[src/rtl/core/nls_pkg.sv]
// Shared types, character codes and scan-step functions for the numeric literal scanner.
`default_nettype none
package nls_pkg;

	localparam int unsigned NLS_BUFFER_CHARS = 64;

	typedef enum logic [3:0] {
		PH_IDLE,
		PH_LEAD,
		PH_START,
		PH_MARK,
		PH_INT,
		PH_FRAC,
		PH_ESIGN,
		PH_EXP,
		PH_TAIL
	} phase_t;

	typedef enum logic [1:0] {
		RDX_DEC,
		RDX_HEX,
		RDX_BIN,
		RDX_OCT
	} radix_t;

	typedef enum logic [2:0] {
		ST_OK,
		ST_MALFORMED,
		ST_BAD_EXP,
		ST_TOO_LONG,
		ST_OVERFLOW
	} status_t;

	localparam logic [1:0] KIND_LITERAL   = 2'd0;
	localparam logic [1:0] KIND_AFTER_DOT = 2'd1;
	localparam logic [1:0] KIND_SIGNED    = 2'd2;
	localparam logic [1:0] KIND_SPARE     = 2'd3;

	localparam logic [7:0] CH_NUL   = 8'h00;
	localparam logic [7:0] CH_TAB   = 8'h09;
	localparam logic [7:0] CH_LF    = 8'h0A;
	localparam logic [7:0] CH_VT    = 8'h0B;
	localparam logic [7:0] CH_FF    = 8'h0C;
	localparam logic [7:0] CH_CR    = 8'h0D;
	localparam logic [7:0] CH_SPACE = 8'h20;
	localparam logic [7:0] CH_PLUS  = 8'h2B;
	localparam logic [7:0] CH_MINUS = 8'h2D;
	localparam logic [7:0] CH_DOT   = 8'h2E;
	localparam logic [7:0] CH_0     = 8'h30;
	localparam logic [7:0] CH_1     = 8'h31;
	localparam logic [7:0] CH_7     = 8'h37;
	localparam logic [7:0] CH_9     = 8'h39;
	localparam logic [7:0] CH_UC_A  = 8'h41;
	localparam logic [7:0] CH_UC_B  = 8'h42;
	localparam logic [7:0] CH_UC_E  = 8'h45;
	localparam logic [7:0] CH_UC_F  = 8'h46;
	localparam logic [7:0] CH_UC_O  = 8'h4F;
	localparam logic [7:0] CH_UC_X  = 8'h58;
	localparam logic [7:0] CH_USCORE = 8'h5F;
	localparam logic [7:0] CH_LC_A  = 8'h61;
	localparam logic [7:0] CH_LC_B  = 8'h62;
	localparam logic [7:0] CH_LC_E  = 8'h65;
	localparam logic [7:0] CH_LC_F  = 8'h66;
	localparam logic [7:0] CH_LC_O  = 8'h6F;
	localparam logic [7:0] CH_LC_X  = 8'h78;

	typedef struct packed {
		phase_t      phase;
		logic [1:0]  mode;
		radix_t      radix;
		logic [15:0] pos;
		logic [63:0] acc;
		logic        ovf;
		logic        malf;
		logic        realf;
		logic        dseen;
		logic        pdig;
		logic        neg;
		logic        bad_exp;
		logic        tail_clean;
	} scan_t;

	typedef struct packed {
		logic [7:0] b0;
		logic [7:0] b1;
		logic [1:0] cnt;
	} look_t;

	typedef struct packed {
		logic  valid;
		scan_t scan;
		look_t look;
	} stage_t;

	function automatic logic is_space(logic [7:0] c);
		return (c == CH_SPACE) || (c == CH_TAB) || (c == CH_LF) || (c == CH_CR) ||
			(c == CH_VT) || (c == CH_FF);
	endfunction

	function automatic logic is_dec(logic [7:0] c);
		return (c >= CH_0) && (c <= CH_9);
	endfunction

	function automatic logic digit_in(logic [7:0] c, radix_t r);
		logic ok;
		begin
			unique case (r)
				RDX_HEX: ok = is_dec(c) || ((c >= CH_LC_A) && (c <= CH_LC_F)) ||
					((c >= CH_UC_A) && (c <= CH_UC_F));
				RDX_BIN: ok = (c == CH_0) || (c == CH_1);
				RDX_OCT: ok = (c >= CH_0) && (c <= CH_7);
				default: ok = is_dec(c);
			endcase
			return ok;
		end
	endfunction

	function automatic logic [3:0] digit_val(logic [7:0] c);
		logic [7:0] v;
		begin
			if (is_dec(c))
				v = c - CH_0;
			else if (c >= CH_LC_A)
				v = c - CH_LC_A + 8'd10;
			else
				v = c - CH_UC_A + 8'd10;
			return v[3:0];
		end
	endfunction

	function automatic logic [15:0] take(logic [15:0] p);
		return (p == 16'hFFFF) ? p : p + 16'd1;
	endfunction

	function automatic scan_t scan_reset();
		scan_t s;
		begin
			s = '0;
			s.phase = PH_IDLE;
			s.radix = RDX_DEC;
			s.tail_clean = 1'b1;
			return s;
		end
	endfunction

	function automatic scan_t scan_start(logic [1:0] k);
		scan_t s;
		begin
			s = scan_reset();
			s.mode = (k == KIND_SPARE) ? KIND_LITERAL : k;
			s.phase = (s.mode == KIND_SIGNED) ? PH_LEAD : PH_START;
			return s;
		end
	endfunction

	// One byte judged with two bytes of lookahead; phases only move forward.
	function automatic scan_t judge(scan_t s_in, logic [7:0] c, logic [7:0] n1,
			logic [7:0] n2, logic real_byte);
		scan_t       s;
		logic        done;
		radix_t      rc;
		logic        sgn;
		logic [67:0] scaled;
		logic [67:0] wide;
		begin
			s = s_in;
			done = 1'b0;
			rc = RDX_DEC;
			sgn = 1'b0;
			scaled = '0;
			wide = '0;
			if (s.phase == PH_LEAD) begin
				if (real_byte && is_space(c)) begin
					done = 1'b1;
				end else begin
					s.phase = PH_START;
					if ((c == CH_PLUS) || (c == CH_MINUS)) begin
						s.neg = (c == CH_MINUS);
						done = 1'b1;
					end
				end
			end
			if (!done && (s.phase == PH_START)) begin
				if ((n1 == CH_LC_X) || (n1 == CH_UC_X))
					rc = RDX_HEX;
				else if ((n1 == CH_LC_B) || (n1 == CH_UC_B))
					rc = RDX_BIN;
				else if ((n1 == CH_LC_O) || (n1 == CH_UC_O))
					rc = RDX_OCT;
				if ((s.mode != KIND_AFTER_DOT) && (c == CH_0) && (rc != RDX_DEC)) begin
					s.radix = rc;
					s.pos = take(s.pos);
					s.phase = PH_MARK;
					done = 1'b1;
				end else begin
					s.phase = PH_INT;
					s.pdig = 1'b0;
				end
			end
			if (!done && ((s.phase == PH_MARK) || (s.phase == PH_ESIGN))) begin
				s.pos = take(s.pos);
				s.phase = (s.phase == PH_MARK) ? PH_INT : PH_EXP;
				s.pdig = 1'b0;
				done = 1'b1;
			end
			if (!done && ((s.phase == PH_INT) || (s.phase == PH_FRAC) ||
					(s.phase == PH_EXP))) begin
				rc = (s.phase == PH_INT) ? s.radix : RDX_DEC;
				done = 1'b1;
				if (c == CH_USCORE) begin
					if (!s.pdig || !digit_in(n1, rc))
						s.malf = 1'b1;
					s.pos = take(s.pos);
					s.pdig = 1'b0;
				end else if (digit_in(c, rc)) begin
					s.pos = take(s.pos);
					s.pdig = 1'b1;
					if (s.phase == PH_INT) begin
						unique case (rc)
							RDX_HEX: scaled = {s.acc, 4'b0000};
							RDX_BIN: scaled = {3'b000, s.acc, 1'b0};
							RDX_OCT: scaled = {1'b0, s.acc, 3'b000};
							default: scaled = {1'b0, s.acc, 3'b000} + {3'b000, s.acc, 1'b0};
						endcase
						wide = scaled + {64'd0, digit_val(c)};
						s.dseen = 1'b1;
						if (wide[67:64] != 4'd0)
							s.ovf = 1'b1;
						s.acc = wide[63:0];
					end
				end else if ((s.phase == PH_INT) &&
						((s.radix != RDX_DEC) || (s.mode == KIND_AFTER_DOT))) begin
					s.phase = PH_TAIL;
					done = 1'b0;
				end else if ((s.phase == PH_INT) && (c == CH_DOT) && is_dec(n1)) begin
					s.pos = take(s.pos);
					s.realf = 1'b1;
					s.phase = PH_FRAC;
					s.pdig = 1'b0;
				end else if ((s.phase != PH_EXP) && ((c == CH_LC_E) || (c == CH_UC_E))) begin
					sgn = (n1 == CH_PLUS) || (n1 == CH_MINUS);
					s.pos = take(s.pos);
					if (!is_dec(sgn ? n2 : n1)) begin
						s.bad_exp = 1'b1;
						s.phase = PH_TAIL;
					end else begin
						s.realf = 1'b1;
						s.phase = sgn ? PH_ESIGN : PH_EXP;
						s.pdig = 1'b0;
					end
				end else begin
					s.phase = PH_TAIL;
					done = 1'b0;
				end
			end
			if (!done && (s.phase == PH_TAIL)) begin
				if (real_byte && !is_space(c))
					s.tail_clean = 1'b0;
			end
			return s;
		end
	endfunction

	// Judge the oldest held byte of an ended text and drop it.
	function automatic stage_t drain_one(stage_t st);
		stage_t r;
		begin
			r = st;
			if (st.look.cnt != 2'd0) begin
				r.scan = judge(st.scan, st.look.b0,
					(st.look.cnt == 2'd2) ? st.look.b1 : CH_NUL, CH_NUL, 1'b1);
				r.look.b0 = st.look.b1;
				r.look.b1 = CH_NUL;
				r.look.cnt = st.look.cnt - 2'd1;
			end
			return r;
		end
	endfunction

endpackage
`default_nettype wire

[src/rtl/core/nls_scan.sv]
// Input stage: text state, lookahead bytes and the per-word judge step.
`default_nettype none
module nls_scan import nls_pkg::*; (
	input  wire logic       clk,
	input  wire logic       arst_n,
	input  wire logic       in_valid,
	output logic            in_ready,
	input  wire logic [7:0] character,
	input  wire logic       has_char,
	input  wire logic       first,
	input  wire logic       last,
	input  wire logic [1:0] kind,
	input  wire logic       down_free,
	output stage_t          stage_o
);

	scan_t state_q;
	look_t look_q;
	logic  valid_s1;
	scan_t scan_s1;
	look_t look_s1;

	scan_t sc;
	look_t lk;
	scan_t sc_keep;
	look_t lk_keep;
	logic  free;
	logic  accept;

	always_comb begin
		free = !valid_s1 || down_free;
		accept = in_valid && free;
		sc = state_q;
		lk = look_q;
		if (first) begin
			sc = scan_start(kind);
			lk = '0;
		end else if (state_q.phase == PH_IDLE) begin
			sc = scan_start(state_q.mode);
			lk = '0;
		end
		if (has_char) begin
			if (lk.cnt == 2'd2) begin
				sc = judge(sc, lk.b0, lk.b1, character, 1'b1);
				lk.b0 = lk.b1;
				lk.b1 = character;
			end else if (lk.cnt == 2'd1) begin
				lk.b1 = character;
				lk.cnt = 2'd2;
			end else begin
				lk.b0 = character;
				lk.cnt = 2'd1;
			end
		end
		sc_keep = sc;
		lk_keep = lk;
		if (last) begin
			sc_keep.phase = PH_IDLE;
			lk_keep.cnt = 2'd0;
		end
	end

	always_ff @(posedge clk or negedge arst_n) begin
		if (!arst_n) begin
			state_q <= scan_reset();
			look_q <= '0;
			valid_s1 <= 1'b0;
		end else begin
			if (accept) begin
				state_q <= sc_keep;
				look_q <= lk_keep;
			end
			if (free)
				valid_s1 <= accept && last;
		end
	end

	always_ff @(posedge clk) begin
		if (accept && last) begin
			scan_s1 <= sc;
			look_s1 <= lk;
		end
	end

	assign in_ready = free;

	always_comb begin
		stage_o.valid = valid_s1;
		stage_o.scan = scan_s1;
		stage_o.look = look_s1;
	end

endmodule
`default_nettype wire

[src/rtl/core/nls_drain.sv]
// Two stages that judge the held lookahead bytes of an ended text.
`default_nettype none
module nls_drain import nls_pkg::*; (
	input  wire logic   clk,
	input  wire logic   arst_n,
	input  wire stage_t stage_i,
	output logic        up_free,
	input  wire logic   down_free,
	output stage_t      stage_o
);

	logic   valid_s2;
	stage_t st_s2;
	logic   valid_s3;
	stage_t st_s3;
	logic   free_s2;
	logic   free_s3;
	stage_t next_s2;
	stage_t next_s3;

	always_comb begin
		free_s3 = !valid_s3 || down_free;
		free_s2 = !valid_s2 || free_s3;
		next_s2 = drain_one(stage_i);
		next_s3 = drain_one(st_s2);
	end

	always_ff @(posedge clk or negedge arst_n) begin
		if (!arst_n) begin
			valid_s2 <= 1'b0;
			valid_s3 <= 1'b0;
		end else begin
			if (free_s2)
				valid_s2 <= stage_i.valid;
			if (free_s3)
				valid_s3 <= valid_s2;
		end
	end

	always_ff @(posedge clk) begin
		if (free_s2 && stage_i.valid)
			st_s2 <= next_s2;
		if (free_s3 && valid_s2)
			st_s3 <= next_s3;
	end

	assign up_free = free_s2;

	always_comb begin
		stage_o = st_s3;
		stage_o.valid = valid_s3;
	end

endmodule
`default_nettype wire

[src/rtl/core/nls_result.sv]
// End-of-text judge, status and signed-read checks, and the result register.
`default_nettype none
module nls_result import nls_pkg::*; #(
	parameter int unsigned BUFFER_CHARS = NLS_BUFFER_CHARS
) (
	input  wire logic        clk,
	input  wire logic        arst_n,
	input  wire stage_t      stage_i,
	output logic             up_free,
	output logic             out_valid,
	input  wire logic        out_ready,
	output logic [2:0]       status,
	output logic [15:0]      literal_length,
	output logic [1:0]       radix_code,
	output logic             is_real,
	output logic [63:0]      magnitude,
	output logic             read_ok,
	output logic signed [63:0] signed_value
);

	logic        valid_s4;
	status_t     status_s4;
	logic [15:0] pos_s4;
	radix_t      radix_s4;
	logic        real_s4;
	logic [63:0] mag_s4;
	logic        rok_s4;
	logic        use_sval_s4;
	logic        neg_s4;

	logic        out_valid_q;
	logic [2:0]  status_q;
	logic [15:0] length_q;
	logic [1:0]  radix_q;
	logic        real_q;
	logic [63:0] mag_q;
	logic        rok_q;
	logic [63:0] sval_q;

	scan_t       fin;
	status_t     st;
	logic        rl;
	logic [63:0] mg;
	logic        fits;
	logic        rok;
	logic        free_s4;
	logic        out_free;

	always_comb begin
		out_free = !out_valid_q || out_ready;
		free_s4 = !valid_s4 || out_free;
		fin = judge(stage_i.scan, CH_NUL, CH_NUL, CH_NUL, 1'b0);
		rl = 1'b0;
		if (fin.bad_exp) begin
			st = ST_BAD_EXP;
		end else begin
			rl = fin.realf;
			if (fin.malf || !fin.dseen)
				st = ST_MALFORMED;
			else if (fin.pos >= 16'(BUFFER_CHARS))
				st = ST_TOO_LONG;
			else if (!fin.realf && fin.ovf)
				st = ST_OVERFLOW;
			else
				st = ST_OK;
		end
		mg = ((st == ST_OK) && !fin.realf) ? fin.acc : 64'd0;
		// int64 range: up to 2^63 when negative, below 2^63 otherwise
		fits = !mg[63] || (fin.neg && (mg[62:0] == 63'd0));
		rok = (fin.mode == KIND_SIGNED) && (st == ST_OK) && fin.tail_clean &&
			(fin.realf || fits);
	end

	always_ff @(posedge clk or negedge arst_n) begin
		if (!arst_n) begin
			valid_s4 <= 1'b0;
			out_valid_q <= 1'b0;
		end else begin
			if (free_s4)
				valid_s4 <= stage_i.valid;
			if (out_free)
				out_valid_q <= valid_s4;
		end
	end

	always_ff @(posedge clk) begin
		if (free_s4 && stage_i.valid) begin
			status_s4 <= st;
			pos_s4 <= fin.pos;
			radix_s4 <= fin.radix;
			real_s4 <= rl;
			mag_s4 <= mg;
			rok_s4 <= rok;
			use_sval_s4 <= rok && !fin.realf;
			neg_s4 <= fin.neg;
		end
		if (out_free && valid_s4) begin
			status_q <= status_s4;
			length_q <= pos_s4;
			radix_q <= radix_s4;
			real_q <= real_s4;
			mag_q <= mag_s4;
			rok_q <= rok_s4;
			if (!use_sval_s4)
				sval_q <= 64'd0;
			else if (neg_s4)
				sval_q <= ~mag_s4 + 64'd1;
			else
				sval_q <= mag_s4;
		end
	end

	assign up_free = free_s4;
	assign out_valid = out_valid_q;
	assign status = status_q;
	assign literal_length = length_q;
	assign radix_code = radix_q;
	assign is_real = real_q;
	assign magnitude = mag_q;
	assign read_ok = rok_q;
	assign signed_value = sval_q;

endmodule
`default_nettype wire

[src/rtl/core/numeric_literal_scanner_core.sv]
// Numeric literal scanner: at most one text byte per word in, one result word per text out.
// Throughput: one input word per clock while the result side keeps up; in_ready drops
// only when every stage holds a result word.
// Path: after the last word is taken, the result word passes in order through the input judge,
// two lookahead drain stages, the end-of-text check and the result register.
// Reset: arst_n clears the scan state to idle, empties the lookahead and all stage valids.
`default_nettype none
module numeric_literal_scanner_core import nls_pkg::*; #(
	parameter int unsigned BUFFER_CHARS = NLS_BUFFER_CHARS
) (
	input  wire logic          clk,
	input  wire logic          arst_n,
	input  wire logic          in_valid,
	output logic               in_ready,
	input  wire logic [7:0]    character,
	input  wire logic          has_char,
	input  wire logic          first,
	input  wire logic          last,
	input  wire logic [1:0]    kind,
	output logic               out_valid,
	input  wire logic          out_ready,
	output logic [2:0]         status,
	output logic [15:0]        literal_length,
	output logic [1:0]         radix_code,
	output logic               is_real,
	output logic [63:0]        magnitude,
	output logic               read_ok,
	output logic signed [63:0] signed_value
);

	stage_t scan_st;
	stage_t drain_st;
	logic   drain_free;
	logic   result_free;

	nls_scan u_scan (
		.clk       (clk),
		.arst_n    (arst_n),
		.in_valid  (in_valid),
		.in_ready  (in_ready),
		.character (character),
		.has_char  (has_char),
		.first     (first),
		.last      (last),
		.kind      (kind),
		.down_free (drain_free),
		.stage_o   (scan_st)
	);

	nls_drain u_drain (
		.clk       (clk),
		.arst_n    (arst_n),
		.stage_i   (scan_st),
		.up_free   (drain_free),
		.down_free (result_free),
		.stage_o   (drain_st)
	);

	nls_result #(
		.BUFFER_CHARS (BUFFER_CHARS)
	) u_result (
		.clk            (clk),
		.arst_n         (arst_n),
		.stage_i        (drain_st),
		.up_free        (result_free),
		.out_valid      (out_valid),
		.out_ready      (out_ready),
		.status         (status),
		.literal_length (literal_length),
		.radix_code     (radix_code),
		.is_real        (is_real),
		.magnitude      (magnitude),
		.read_ok        (read_ok),
		.signed_value   (signed_value)
	);

endmodule
`default_nettype wire
[config.mk]
export PLATFORM = sky130hd
export DESIGN_NAME = numeric_literal_scanner_core
export DESIGN_NICKNAME = d
export VERILOG_FILES = /design/src/rtl/core/nls_pkg.sv /design/src/rtl/core/nls_scan.sv /design/src/rtl/core/nls_drain.sv /design/src/rtl/core/nls_result.sv /design/src/rtl/core/numeric_literal_scanner_core.sv
export SDC_FILE = /design/constraint.sdc
export NUM_CORES = 2
export LEC_CHECK = 0
export BUFFER_PORTS_ARGS = -buffer_cell sky130_fd_sc_hd__buf_2
export CAP_MARGIN = 20
export CORE_MARGIN = 5
export CORE_UTILIZATION = 60
export DETAILED_ROUTE_END_ITERATION = 8
export GPL_ROUTABILITY_DRIVEN = 0
export HOLD_SLACK_MARGIN = 0.1
export PLACE_DENSITY = 0.77
export SYNTH_ARGS = -nofsm -noshare
export SYNTH_HDL_FRONTEND = slang
export SYNTH_SLANG_ARGS = --single-unit
[constraint.sdc]
create_clock -name clk -period 14.85 [get_ports clk]
set_input_delay 2.2275 -clock clk [delete_from_list [all_inputs] [get_ports clk]]
set_output_delay 2.2275 -clock clk [all_outputs]
set_load 0.01 [all_outputs]
==> reports/metrics.csv <==
stage;metric;value;unit
final_layout;FILL cells;8186;
sta;Hold Vio Cnt, Final;0;
placement;placed cell count;8178;
clocking;hold buffer count at CTS;0;
setup_path;critical path peak fanout;61;
clocking;Clock Latency Late Sink;630;ps
sta;minimum clock period;8660;ps
sta;Rel. slew slack;11.5;%
logic_synthesis;Post-Synth Simple-Gate Area;24.2;%
setup_path;critical path cell sequence;buf_2 -> nor2_4 -> buf_4 -> buf_4 -> nand2_1 -> inv_1 -> ha_1 -> a21oi_1 -> nand2_1 -> o31ai_1 -> a21boi_0 -> o311ai_0 -> nand2_1 -> a32oi_1 -> nand3_1 -> nor4_4 -> nand4bb_1 -> nor3_2 -> nand2_1 -> xnor2_1 -> mux2_2;
routing;routed wire length per instance;20.9;µm
final_layout;post-route cell area;62900;µm²
sta;Max Clk Rate;0.115;GHz
clocking;CTS tree;built;
clocking;H-tree lvl count;3;
routing;1st-iter DRT viols;6887;
clocking;post-cts sizing count;0;
routing;routed wire length;174000;µm
sta;setup tns final;0;ps
sta;final worst-path cycle share;58.3;%
clocking;CTS buffer count;70;
setup_path;Reg-to-Reg Start;u_drain.st_s2[11];
min_path;Tightest Hold Check Type;flip-flop to flip-flop;
setup_path;most used cell, CP;nand2_1;
global_route;largest net degree at the start of global routing;113;
logic_synthesis;sequential-to-total area share from yosys stat;33.6;%
final_layout;fin cells;8306;
routing;Antenna Nets Post-Route;0;
logic_synthesis;synth unique cells;132;
final_layout;Synth-to-Final Area Change;6.25;%
floorplanning;Ports;170;
setup_path;kind of critical path;input port to flip-flop;
global_route;GR Overflow Total;0;
floorplanning;Starting Density;60.3;%
global_route;first-pass GRT wire length;276000;µm
logic_synthesis;syn avg cell area;8.40;µm²
logic_synthesis;Yosys warnings;0;
floorplanning;die area;105000;µm²
routing;DRC Markers;0;
floorplanning;Die Y-Extent;324;µm
logic_synthesis;mux contribution to synthesized area;3.02;%
routing;DR vias;56200;
clocking;Setup Buffers After CTS;0;
setup_path;CP Capture Type;flip-flop;
global_route;initial antenna violation count;0;
sta;Least-Margin Pin Slew;1320;ps
final_layout;antenna fix cells;0;
clocking;CTS clock-pin slew for the worst setup and hold paths;60;ps
floorplanning;row count;115;
sta;final setup fails;0;
setup_path;critical path arrival;9040;ps
logic_synthesis;Netlist Area Pre-Place;59200;µm²
pwr;Power, Total;4.98;mW
final_layout;share of layout cells above drive strength 1;9.05;%
routing;Detailed Routing Iterations Pass 1;9;
global_route;GRT Overall Usage;31.9;%
logic_synthesis;largest family of logic cells by synthesized area;simple AND/OR/NAND/NOR gates;
setup_path;slowest cell on the critical path;o311ai_0;
placement;dpl hpwl;130000;µm
pwr;PwrDens;79.2;nW/µm²
setup_path;Worst EP required;15230;ps
setup_path;type of origin of the critical path;input port;
logic_synthesis;Cells after Synth;7046;
pwr;static leakage;23.7;nW
sta;skew final;30.5;ps
logic_synthesis;register bit total from synthesis;682;
placement;IO buf count;169;
sta;RSZ-0062 raised after global routing;no;
setup_path;worst setup path start;first;
logic_synthesis;XOR/XNOR Fraction of Synth Area;7.01;%
sta;setup ws final;6190;ps
logic_synthesis;syn nets;7292;
placement;Area after DPL;60500;µm²
logic_synthesis;FFs w/ async S/R, synth;17.4;%
sta;fin. max-slew vios;0;
setup_path;slowest stage delay, CP;700;ps
routing;routed vias/inst;6.76;
min_path;Hold Path Origin;u_result.pos_s4[2];
pwr;Peak VDD IR;0.0000758;V
logic_synthesis;compound-gate portion of the synthesized area;23.1;%
floorplanning;Die Wd;324;µm
global_route;number of global-route vias before repair;51000;
logic_synthesis;area share of fa/ha/maj cells after synthesis;4.92;%
logic_synthesis;EDFF count, synth;563;
sta;WHS;418;ps
logic_synthesis;Top FF cell, synth;edfxtp_1;
outcome;status;finished, final reports clean;
run;max cap viols;0;
final_layout;final design utilization;64.1;%
clocking;clk sink count;682;
clocking;clk root buf;clkbuf_16;
floorplanning;Placeable Area;98100;µm²
final_layout;NumNets Final;7210;
placement;dpl ws;5790;ps
clocking;CTS max path bufs;3;
## worst max-delay path: cells and delay by family
| family | cells | cell delay (ps) |
|---|---|---|
| AO/OA/AOI/OAI | 5 | 1920 |
| XOR/XNOR | 1 | 160 |
| buffers and inverters | 4 | 1550 |
| multiplexers | 1 | 290 |
| AND/OR/NAND/NOR | 9 | 2520 |
| adder cells (fa/ha/maj) | 1 | 300 |
## cells by family (layout without fill, tap and decap cells)
| kind of cell | count (synthesis) | in the layout |
|---|---|---|
| XOR/XNOR | 472 | 472 |
| adder cells (fa/ha/maj) | 229 | 229 |
| multiplexers | 166 | 166 |
| flip-flops | 682 | 682 |
| AND/OR/NAND/NOR | 2817 | 2817 |
| buffers and inverters | 598 | 571 |
| AO/OA/AOI/OAI | 2082 | 2082 |
## cells in the mapped netlist (64+ instances only)
library cell / number / area, µm²
and2_1: 194 / 1210
inv_1: 201 / 754
a21oi_1: 437 / 2190
nor3_1: 207 / 1040
nor4_1: 82 / 513
a31oi_1: 88 / 551
and3_1: 102 / 638
nand4_1: 112 / 701
nand3_1: 281 / 1410
mux2i_1: 64 / 641
xor2_1: 188 / 1650
dfrtp_1: 118 / 2950
mux2_2: 102 / 1150
buf_2: 78 / 390
edfxtp_1: 563 / 16900
a211oi_1: 77 / 578
xnor2_1: 283 / 2480
a21o_1: 104 / 781
ha_1: 223 / 2790
o22ai_1: 83 / 519
nand2b_1: 66 / 413
clkbuf_1: 262 / 983
o21ai_0: 554 / 2770
o211ai_1: 79 / 593
nor2_1: 459 / 1720
nand2_1: 933 / 3500
## cell usage in the layout, fill, tap and decap left out, drive strengths merged, types with 64 or more instances in the layout
master  count
o22ai      87
xnor2     283
edfxtp    563
inv       216
and2      196
nand3     286
o211ai     80
ha        223
nor3      212
a21o      105
a211oi     81
nand2     937
nand4     115
and3      102
buf       238
o21ai     595
nor4      101
a21oi     442
xor2      188
mux2i      64
dfrtp     118
nor2      468
a31oi      91
mux2      102
clkbuf     86
nand2b     66
## path summary, 6_finish.rpt
check                                             endpoint  slack (ps)  cells past startpoint
worst max register to register         u_drain.stage_o[25]        6920                     21
worst min-delay path            u_result.literal_length[2]         420                      0
max in group asynchronous               u_scan.state_q[66]       11720                      2
min in group asynchronous               u_scan.state_q[92]        1700                      1
worst min register to register  u_result.literal_length[2]         420                      0
worst max-delay path                    u_scan.stage_o[87]        6190                     21
## state kept, by name, indices dropped and copies added, names as in the netlist, 2 cells and up
signal                   count
u_drain.st_s2              114
u_drain.stage_o             95
u_result.literal_length     16
u_result.mag_s4             64
u_result.magnitude          64
u_result.pos_s4             16
u_result.radix_code          2
u_result.radix_s4            2
u_result.signed_value       64
u_result.status              3
u_result.status_s4           3
u_scan.look_q               18
u_scan.stage_o             114
u_scan.state_q              96
## layout make-up
class | instances | area, µm² | area share [%]
clock inverter | 42 | 469 | 0.746
sequential | 682 | 19900 | 31.6
multi-input combinational | 5766 | 36900 | 58.7
inverter | 205 | 772 | 1.23
timing repair buffer | 239 | 1370 | 2.18
clock buffer | 85 | 1850 | 2.94
tap | 1287 | 1610 | 2.56
## layer usage
metal / GRT usage, % / vias up / wire, µm
met3: 4.61 / 566 / 18700
met4: 14.5 / 0 / 9000
met2: 48.7 / 3526 / 74100
met1: 45.2 / 25800 / 71900
met5: 0 / - / 0
li1: - / 26200 / -
## where the power goes
part,internal [mW],leakage [nW],switching (mW),total [mW]
clock,1.04,1.14,0.754,1.79
sequential,2.18,6.92,0.0942,2.27
combinational,0.332,15.6,0.581,0.913
total,3.55,23.7,1.43,4.98
Note: power is estimated with default switching activity, not from simulation.
